<file path="src/hw/rtl/iirl_pkg.sv">
package iirl_pkg;

    // Built-in capacity of the list (1 to 64).
    localparam int CAPACITY = 16;

    // Field widths of one request word and one result word.
    localparam int ACT_W   = 3;
    localparam int POS_W   = 8;
    localparam int VAL_W   = 32;
    localparam int OUT_CNT_W = 7;

    localparam int IN_BITS  = ACT_W + POS_W + VAL_W;
    localparam int IN_W     = ((IN_BITS + 7) / 8) * 8;
    localparam int OUT_BITS = 1 + VAL_W + OUT_CNT_W;
    localparam int OUT_W    = ((OUT_BITS + 7) / 8) * 8;

    // Entry count holds 0 to CAPACITY; cell index holds 0 to CAPACITY-1.
    localparam int CNT_W = $clog2(CAPACITY + 1);
    localparam int IDX_W = (CAPACITY > 1) ? $clog2(CAPACITY) : 1;

    typedef enum logic [ACT_W-1:0] {
        ACT_INSERT   = 3'd0,
        ACT_REMOVE   = 3'd1,
        ACT_READ     = 3'd2,
        ACT_APPEND   = 3'd3,
        ACT_DROP_END = 3'd4
    } t_action;

    // Decoded command for one request, applied by the cell array.
    typedef struct packed {
        logic             ok;
        logic             shift_up;
        logic             shift_down;
        logic             rd;
        logic [POS_W-1:0] idx;
        logic [CNT_W-1:0] count_next;
    } t_cmd;

endpackage

</file>
<file path="src/hw/rtl/iirl_decode.sv">
module iirl_decode (
    input  logic [iirl_pkg::ACT_W-1:0] i_action,
    input  logic [iirl_pkg::POS_W-1:0] i_position,
    input  logic [iirl_pkg::CNT_W-1:0] i_count,
    output iirl_pkg::t_cmd             o_cmd
);
    import iirl_pkg::*;

    logic [POS_W-1:0] count_pos;
    logic             not_full;
    logic             not_empty;

    assign count_pos = POS_W'(i_count);
    assign not_full  = (i_count < CNT_W'(CAPACITY));
    assign not_empty = (i_count != '0);

    always_comb begin
        o_cmd            = '0;
        o_cmd.idx        = i_position;
        o_cmd.count_next = i_count;
        unique case (i_action)
            ACT_INSERT: begin
                o_cmd.ok       = not_full && (i_position <= count_pos);
                o_cmd.shift_up = 1'b1;
            end
            ACT_APPEND: begin
                o_cmd.ok       = not_full;
                o_cmd.shift_up = 1'b1;
                o_cmd.idx      = count_pos;
            end
            ACT_REMOVE: begin
                o_cmd.ok         = (i_position < count_pos);
                o_cmd.shift_down = 1'b1;
            end
            ACT_DROP_END: begin
                o_cmd.ok         = not_empty;
                o_cmd.shift_down = 1'b1;
                o_cmd.idx        = count_pos - POS_W'(1);
            end
            ACT_READ: begin
                o_cmd.ok = (i_position < count_pos);
                o_cmd.rd = 1'b1;
            end
            default: begin
                o_cmd.ok = 1'b0;
            end
        endcase
        if (o_cmd.ok && o_cmd.shift_up) begin
            o_cmd.count_next = i_count + CNT_W'(1);
        end else if (o_cmd.ok && o_cmd.shift_down) begin
            o_cmd.count_next = i_count - CNT_W'(1);
        end
    end

endmodule

</file>
<file path="src/hw/rtl/iirl_cells.sv">
module iirl_cells (
    input  logic                        i_clk,
    input  logic                        i_en,
    input  iirl_pkg::t_cmd              i_cmd,
    input  logic [iirl_pkg::VAL_W-1:0]  i_value,
    output logic [iirl_pkg::VAL_W-1:0]  o_read_value
);
    import iirl_pkg::*;

    logic [VAL_W-1:0] r_cell [CAPACITY];
    logic             write_en;

    assign write_en = i_en && i_cmd.ok;

    // Each cell looks only at its own place against the index and takes
    // its lower neighbor on insert or its upper neighbor on remove.
    for (genvar i = 0; i < CAPACITY; i++) begin : g_cell
        localparam logic [POS_W-1:0] C_POS = POS_W'(i);
        logic [VAL_W-1:0] n_cell;

        always_comb begin
            n_cell = r_cell[i];
            if (i_cmd.shift_up) begin
                if (C_POS == i_cmd.idx) begin
                    n_cell = i_value;
                end else if (C_POS > i_cmd.idx) begin
                    n_cell = r_cell[(i > 0) ? i - 1 : 0];
                end
            end else if (i_cmd.shift_down) begin
                if ((C_POS >= i_cmd.idx) && (i < CAPACITY - 1)) begin
                    n_cell = r_cell[(i < CAPACITY - 1) ? i + 1 : i];
                end
            end
        end

        always_ff @(posedge i_clk) begin
            if (write_en) begin
                r_cell[i] <= n_cell;
            end
        end
    end

    // A successful read always has idx below the count, so the low bits suffice.
    assign o_read_value = (i_cmd.rd && i_cmd.ok) ? r_cell[i_cmd.idx[IDX_W-1:0]] : '0;

endmodule

</file>
<file path="src/hw/rtl/indexed_insert_remove_list.sv">
// Channel   Direction  Word fields (lowest bit first)
// s_axis    in         action[2:0], position[10:3], value[42:11], zero fill to 48 bits
// m_axis    out        ok[0], read_value[32:1], count_now[39:33]
//
// One word is taken per cycle while s_axis tready is high. A request word is
// registered, decoded against the entry count and applied to the cell row once the
// result register is free or being emptied, and its result word is registered at
// that same edge. Each cell compares its own place with the index and shifts or
// holds, which keeps the path to one compare and a neighbor select.
// Reset clears the count and both valid flags; list contents are not cleared.
// A stalled output holds the result register; one more request may wait in the
// input register, after which s_axis tready drops.
module indexed_insert_remove_list (
    input  logic                         i_clk,
    input  logic                         i_rst_n,
    input  logic                         i_s_axis_tvalid,
    output logic                         o_s_axis_tready,
    // action, position, value, zero fill
    input  logic [iirl_pkg::IN_W-1:0]    i_s_axis_tdata,
    output logic                         o_m_axis_tvalid,
    input  logic                         i_m_axis_tready,
    // ok, read_value, count_now
    output logic [iirl_pkg::OUT_W-1:0]   o_m_axis_tdata
);
    import iirl_pkg::*;

    // Input register.
    logic             r_in_valid;
    logic [ACT_W-1:0] r_action;
    logic [POS_W-1:0] r_position;
    logic [VAL_W-1:0] r_value;

    // Result register and list length.
    logic             r_out_valid;
    logic [OUT_W-1:0] r_out_data;
    logic [CNT_W-1:0] r_count;

    logic             in_take;
    logic             proceed;
    t_cmd             cmd;
    logic [VAL_W-1:0] read_value;
    logic [OUT_W-1:0] n_out_data;

    // The held request moves on when the result register is free or being emptied.
    assign proceed         = r_in_valid && (!r_out_valid || i_m_axis_tready);
    assign o_s_axis_tready = !r_in_valid || proceed;
    assign in_take         = i_s_axis_tvalid && o_s_axis_tready;

    iirl_decode u_decode (
        .i_action   (r_action),
        .i_position (r_position),
        .i_count    (r_count),
        .o_cmd      (cmd)
    );

    iirl_cells u_cells (
        .i_clk        (i_clk),
        .i_en         (proceed),
        .i_cmd        (cmd),
        .i_value      (r_value),
        .o_read_value (read_value)
    );

    assign n_out_data = OUT_W'({OUT_CNT_W'(cmd.count_next), read_value, cmd.ok});

    always_ff @(posedge i_clk) begin
        if (!i_rst_n) begin
            r_in_valid  <= 1'b0;
            r_out_valid <= 1'b0;
            r_count     <= '0;
        end else begin
            if (in_take) begin
                r_in_valid <= 1'b1;
            end else if (proceed) begin
                r_in_valid <= 1'b0;
            end
            if (proceed) begin
                r_out_valid <= 1'b1;
                r_count     <= cmd.count_next;
            end else if (i_m_axis_tready) begin
                r_out_valid <= 1'b0;
            end
        end
    end

    always_ff @(posedge i_clk) begin
        if (in_take) begin
            r_action   <= i_s_axis_tdata[ACT_W-1:0];
            r_position <= i_s_axis_tdata[ACT_W +: POS_W];
            r_value    <= i_s_axis_tdata[ACT_W + POS_W +: VAL_W];
        end
        if (proceed) begin
            r_out_data <= n_out_data;
        end
    end

    assign o_m_axis_tvalid = r_out_valid;
    assign o_m_axis_tdata  = r_out_data;

    // The length never passes the capacity.
    a_count_bound: assert property (@(posedge i_clk) disable iff (!i_rst_n)
        r_count <= CNT_W'(CAPACITY))
        else $error("entry count above capacity");

    // A refused request leaves the length alone.
    a_fail_hold: assert property (@(posedge i_clk) disable iff (!i_rst_n)
        proceed && !cmd.ok |=> r_count == $past(r_count))
        else $error("failed request changed the count");

    // A successful insert or append grows the list by exactly one.
    a_insert_grow: assert property (@(posedge i_clk) disable iff (!i_rst_n)
        proceed && cmd.ok && cmd.shift_up |=> r_count == $past(r_count) + CNT_W'(1))
        else $error("insert did not grow the count by one");

    // Only a successful read reports a nonzero value.
    a_read_zero: assert property (@(posedge i_clk) disable iff (!i_rst_n)
        proceed && !(cmd.rd && cmd.ok) |=> r_out_data[1 +: VAL_W] == '0)
        else $error("read value set for a non-read result");

endmodule

</file>
<file path="config.mk">
export PLATFORM = sky130hd
export DESIGN_NAME = indexed_insert_remove_list
export DESIGN_NICKNAME = d
export VERILOG_FILES = /design/src/hw/rtl/iirl_pkg.sv /design/src/hw/rtl/iirl_decode.sv /design/src/hw/rtl/iirl_cells.sv /design/src/hw/rtl/indexed_insert_remove_list.sv
export SDC_FILE = /design/constraint.sdc
export NUM_CORES = 2
export LEC_CHECK = 0
export ABC_CLOCK_PERIOD_IN_PS = 5700
export BUFFER_PORTS_ARGS = -buffer_cell sky130_fd_sc_hd__buf_2
export CAP_MARGIN = 20
export CORE_ASPECT_RATIO = 1.2
export CORE_MARGIN = 2
export CORE_UTILIZATION = 40
export DETAILED_ROUTE_END_ITERATION = 7
export HOLD_SLACK_MARGIN = 0.03
export SLEW_MARGIN = 20
export SYNTH_ARGS = -nofsm -noshare
export SYNTH_HDL_FRONTEND = slang
export SYNTH_SLANG_ARGS = --single-unit
</file>
<file path="constraint.sdc">
create_clock -name i_clk -period 5.7 [get_ports i_clk]
set_input_delay 0.57 -clock i_clk [delete_from_list [all_inputs] [get_ports i_clk]]
set_output_delay 0.57 -clock i_clk [all_outputs]
set_load 0.02 [all_outputs]
</file>
## After elaboration in Yosys (flattened, before gate mapping)

Memories as Yosys holds them, arrays and structs flattened. A register that Yosys moved wholly into a read port is not among the register bits.
Cells that the tools add are included.
W data, S select, Z words.

- Equality and inequality tests: 19
- Reduce and logical (&&, ||, !) cells: 20
- $add $sub $neg: 3
- Multiplexer cells: 90
- Order comparisons: 33

Operators by type and width:

| cell | count |
|---|---|
| $mux W32 | 77 |
| $eq A4 B8 Y1 const A | 8 |
| $gt A4 B8 Y1 const A | 8 |
| $ge A4 B8 Y1 const A | 7 |
| $eq A3 B8 Y1 const A | 4 |
| $ge A3 B8 Y1 const A | 4 |
| $gt A3 B8 Y1 const A | 4 |
| $eq A2 B8 Y1 const A | 2 |
| $ge A1 B8 Y1 const A | 2 |
| $ge A2 B8 Y1 const A | 2 |
| $gt A2 B8 Y1 const A | 2 |
| $pmux W8 S2 | 1 |
| $mux W5 | 2 |
| $mux W1 | 9 |
| $eq A1 B8 Y1 const A | 1 |
| $gt A1 B8 Y1 const A | 1 |
| $le A8 B5 Y1 | 1 |
| $logic_not A8 Y1 | 1 |
| $lt A8 B5 Y1 | 1 |
| $logic_and A1 B1 Y1 | 7 |
| $eq A3 B2 Y1 const B | 2 |
| $reduce_or A2 Y1 | 3 |
| $sub A5 B1 Y6 const B | 1 |
| $add A5 B1 Y5 const B | 1 |
| other kinds (10) | 14 |

- Memories: 1
- Register bits after elaboration: 56
- RAM bits: 512
- Input port bits: 52

Memory list:

| name | depth | bits a word | rd ports | clocked after Yosys merged registers in | wr ports | RTL line | source |
|---|---|---|---|---|---|---|---|
| u_cells.r_cell | 16 | 32 | 17 | 1 | 16 | iirl_cells.sv:10 | `logic [VAL_W-1:0] r_cell [CAPACITY];` |

## Longest topological paths before layout

- Depth in word-level cells: 6
- Depth in mapped cells: 12
- Depth with buffers taken out: 9

## Cells and area by module

From an unflattened synthesis, not the netlist that was laid out.

- Cell total of the unflattened synthesis: 3414
- Area, all modules: 34924.7 µm²

Modules (own cells, without submodules):

| module | area each (µm²) | instances | cells an instance |
|---|---|---|---|
| iirl_cells | 31509.0 | 1 | 3200 |
| indexed_insert_remove_list | 2746.4 | 1 | 115 |
| iirl_decode | 669.4 | 1 | 99 |

## Worst setup path after synthesis

No wires, ideal clock.

- Path type: register -> register
- From: reg r_count[3]
- To: mem u_cells.r_cell[0][0] (enable)
- Required time: 5239 ps
- Library setup time: 461 ps
- Setup slack: 843 ps
- Data arrival time: 4396 ps
- Cell stages (with the launch flop): 10
- Buffers on the path: 1
- Period minus slack after synthesis: 4857 ps
- Path through: dfxtp_1 clkbuf_1 inv_1 ha_1 a21o_1 a21oi_1 a21boi_0 o221ai_2 nand4_2 nor3_1

RTL lines:

| item | RTL line | source |
|---|---|---|
| start, declared | indexed_insert_remove_list.sv:36 | `logic [CNT_W-1:0] r_count;` |
| start signal, assigned | indexed_insert_remove_list.sv:79 | `r_count <= cmd.count_next;` |
| end, declared | iirl_cells.sv:10 |  |

==> results.txt <==
status - finished clean
fmax - 0.2240 GHz
Skew-Pair Late Insertion Delay - 0.62 ns
CP arrival - 4.73 ns
PwrDens - 293.2 mW/mm^2
Synth warnings - 0
mapped cell area - 0.03246 mm^2
TNS Setup - 0 ns
die area - 0.08347 mm^2
Worst Tran Pin Value - 1.155 ns
number of antenna violations at the first check in global routing - 2
FP Rows - 114
layout cell share with drive strength beyond 1 - 0.1075
H-tree depth - 3
Residual DRC - 0
Hold/Removal Path Class - in -> reg
number of setup violations in the final report - 0
GRT Overall Usage - 0.2586
Period minus WS final - 4.464 ns
# clock sinks - 600
Cell Area, Placed - 0.03380 mm^2
final instance area - 0.03603 mm^2
initial core utilization - 0.4036
Avg Synthesized Cell Area - 9.711 um^2
post-CTS sizing - 0
largest net degree at the start of global routing - 154
grt total ovfl - 0
final hold violation count - 0
Synth-to-Final Area Change - 10.98%
# fillers - 7764
first-pass GRT wire length - 164700 um
Post-DP HPWL - 61200 um
routability cong. - 0.8064
Post-synth EDFFs - 593
port buffer count - 86
Layout Skew - 0.02171 ns
Die X - 264.1 um
Pins Over Slew Limit - 0
Initial DRT Pass Iterations - 6
critical-path cell list - inv_1, ha_1, a21o_1, a21oi_1, a21boi_0, o221ai_2, nand4_2, nand2b_4, a21oi_4, buf_4
Synth Flop Type - edfxtp_1
Seq/Total Area, Yosys - 0.5528
drt total wl - 110400 um
Buf/Inv on CP - 2
Final #Nets - 3310
slowest CP cell - dfxtp_1
Synth area leaders - edfxtp_1, nand2_1, nand3_1
CTS tree - yes
Synth top area share - 0.5485
DRT iter0 DRCs - 3796
Yosys reg bits - 600
DR vias - 27525
vias in the first global route - 26112
Setup CP Type - reg -> reg
core area - 0.08045 mm^2
Antenna Violating Nets Remaining - 0
clk buf depth - 3
Seq. cell area - 0.01795 mm^2
WL/cell - 25.40 um
RSZ-0062 raised after global routing - no
multi-input logic area - 0.01333 mm^2
Worst Path Required - 5.97 ns
fin util - 0.4479
Critical Path Start Type - register
vias per cell - 6.333
num ports - 94
Lkg Pwr - 0.01257 uW
CP endpoint kind - register
Max-Cap Viols - 0
CTS buffer count - 71
peak supply drop - 0.2151 mV
Die Y - 316.1 um
Yosys top cell by area - edfxtp_1
most common cell in the synthesized netlist - nand2_1
Worst path top cell family by delay - compound AO/OA/AOI/OAI gates
Commonest cells post-synth - nand2_1, nand3_1, edfxtp_1
Hold Buf Count CTS - 0
Tcrit/Tclk final - 0.7832
relative slew slack - 0.2300
CTS clk-pin slew, worst paths - 0.07 ns
total power - 10570 uW
worst-path fanout max - 15
post-CTS setup buffers - 0
ANT cells - 0
Worst path max stage delay - 0.61 ns
synth unique cells - 64
FFs w/ async S/R, synth - 0
clock root buffer - clkbuf_16
Cells after Synth - 3343
[power by group]
group	leakage, uW	total, uW	switching [uW]	internal (uW)
sequential	0.00548	4920	33.9	4890
combinational	0.00600	1180	828	355
clock	0.00109	4460	1910	2550
total	0.0126	10600	2770	7800
[worst register-to-register path, stage by stage (launching register included)]
cell and delay (ns):
dfxtp_1 0.61, inv_1 0.09, ha_1 0.30, a21o_1 0.18
a21oi_1 0.20, a21boi_0 0.26, o221ai_2 0.47, nand4_2 0.52
nand2b_4 0.40, a21oi_4 0.60, buf_4 0.46
[through the flow]
step | instances | setup slack [ns] | hold WS (ns)
5_1_grt | 4346 | 1.078 | 0.1091
3_5_place_dp | 4221 | 1.278 | 0.5262
2_1_floorplan | 3344 | 0.8432 | 0.4855
3_3_place_gp | 4220 | 1.206 | 0.5226
6_report | 4346 | 1.236 | 0.1269
4_1_cts | 4346 | 1.293 | 0.1025
[routing by layer]
layer / part of all wire / up-vias / wire length [um] / GRT usage
li1: - / 12264 / - / -
met1: 0.42 / 13626 / 46200 / 0.3609
met2: 0.46 / 1405 / 50970 / 0.4112
met3: 0.086 / 230 / 9512 / 0.04131
met4: 0.034 / 0 / 3719 / 0.08884
met5: 0 / - / 0 / 0
[flip-flops by register name, summed over array words and instances (netlist names)]
register and cells:
u_cells.r_cell 512, o_m_axis_tdata 38, r_in_valid 1, r_count 5, r_position 8, r_value 32, r_action 3, o_m_axis_tvalid 1
[layout by cell type (no fill, tap or decap), types with 5 or more instances in the layout]
cell / netlist / layout
clkinv_2: 0 / 9
nand3_1: 609 / 607
buf_4: 2 / 51
bufinv_16: 0 / 5
ha_1: 8 / 8
nand2_1: 984 / 976
dfxtp_1: 7 / 7
a21oi_1: 14 / 7
buf_12: 0 / 18
nand2_2: 7 / 13
o22ai_1: 32 / 32
edfxtp_1: 593 / 593
o211ai_1: 402 / 402
mux2i_1: 65 / 65
a31oi_1: 35 / 34
inv_1: 8 / 7
nor2_4: 0 / 9
o21ai_0: 6 / 6
xnor2_1: 7 / 7
nor2b_1: 8 / 7
buf_2: 89 / 86
nor2_1: 50 / 43
clkbuf_1: 180 / 12
clkinv_1: 1 / 18
a32oi_1: 66 / 66
a21oi_4: 0 / 7
mux2_2: 28 / 28
clkbuf_16: 0 / 72
o211ai_2: 16 / 16
[cell type report]
type / instances / area share
flip-flops and latches: 600 / 0.4981
multi-input cells: 2412 / 0.3699
clock buffers: 84 / 0.05126
well taps: 1044 / 0.03625
repair buffers: 156 / 0.03299
clock inverters: 41 / 0.01049
inverters: 9 / 0.0009376
[final timing paths]
kind	from	end	slack [ns]	cells past startpoint
worst max-delay path	r_count[3]	u_cells.r_cell[6][29]	1.24	10
worst min-delay path	i_s_axis_tdata[11]	r_value[0]	0.13	1
worst max register to register	r_count[3]	u_cells.r_cell[6][29]	1.24	10
worst min register to register	r_in_valid	o_m_axis_tvalid	0.53	1
[kinds of logic (layout without fill, tap and decap cells)]
logic type,Yosys count,after routing,share of synthesized area
mux,97,97,0.03114
flops,600,600,0.5528
other cells,1,2,0.0001155
compound gates,602,602,0.1424
simple gates,1696,1696,0.2247
buf+inv,332,290,0.04390
fa+ha+maj,8,8,0.003083
xor+xnor,7,7,0.001889
No activity file was read; power rests on OpenSTA's default activity.
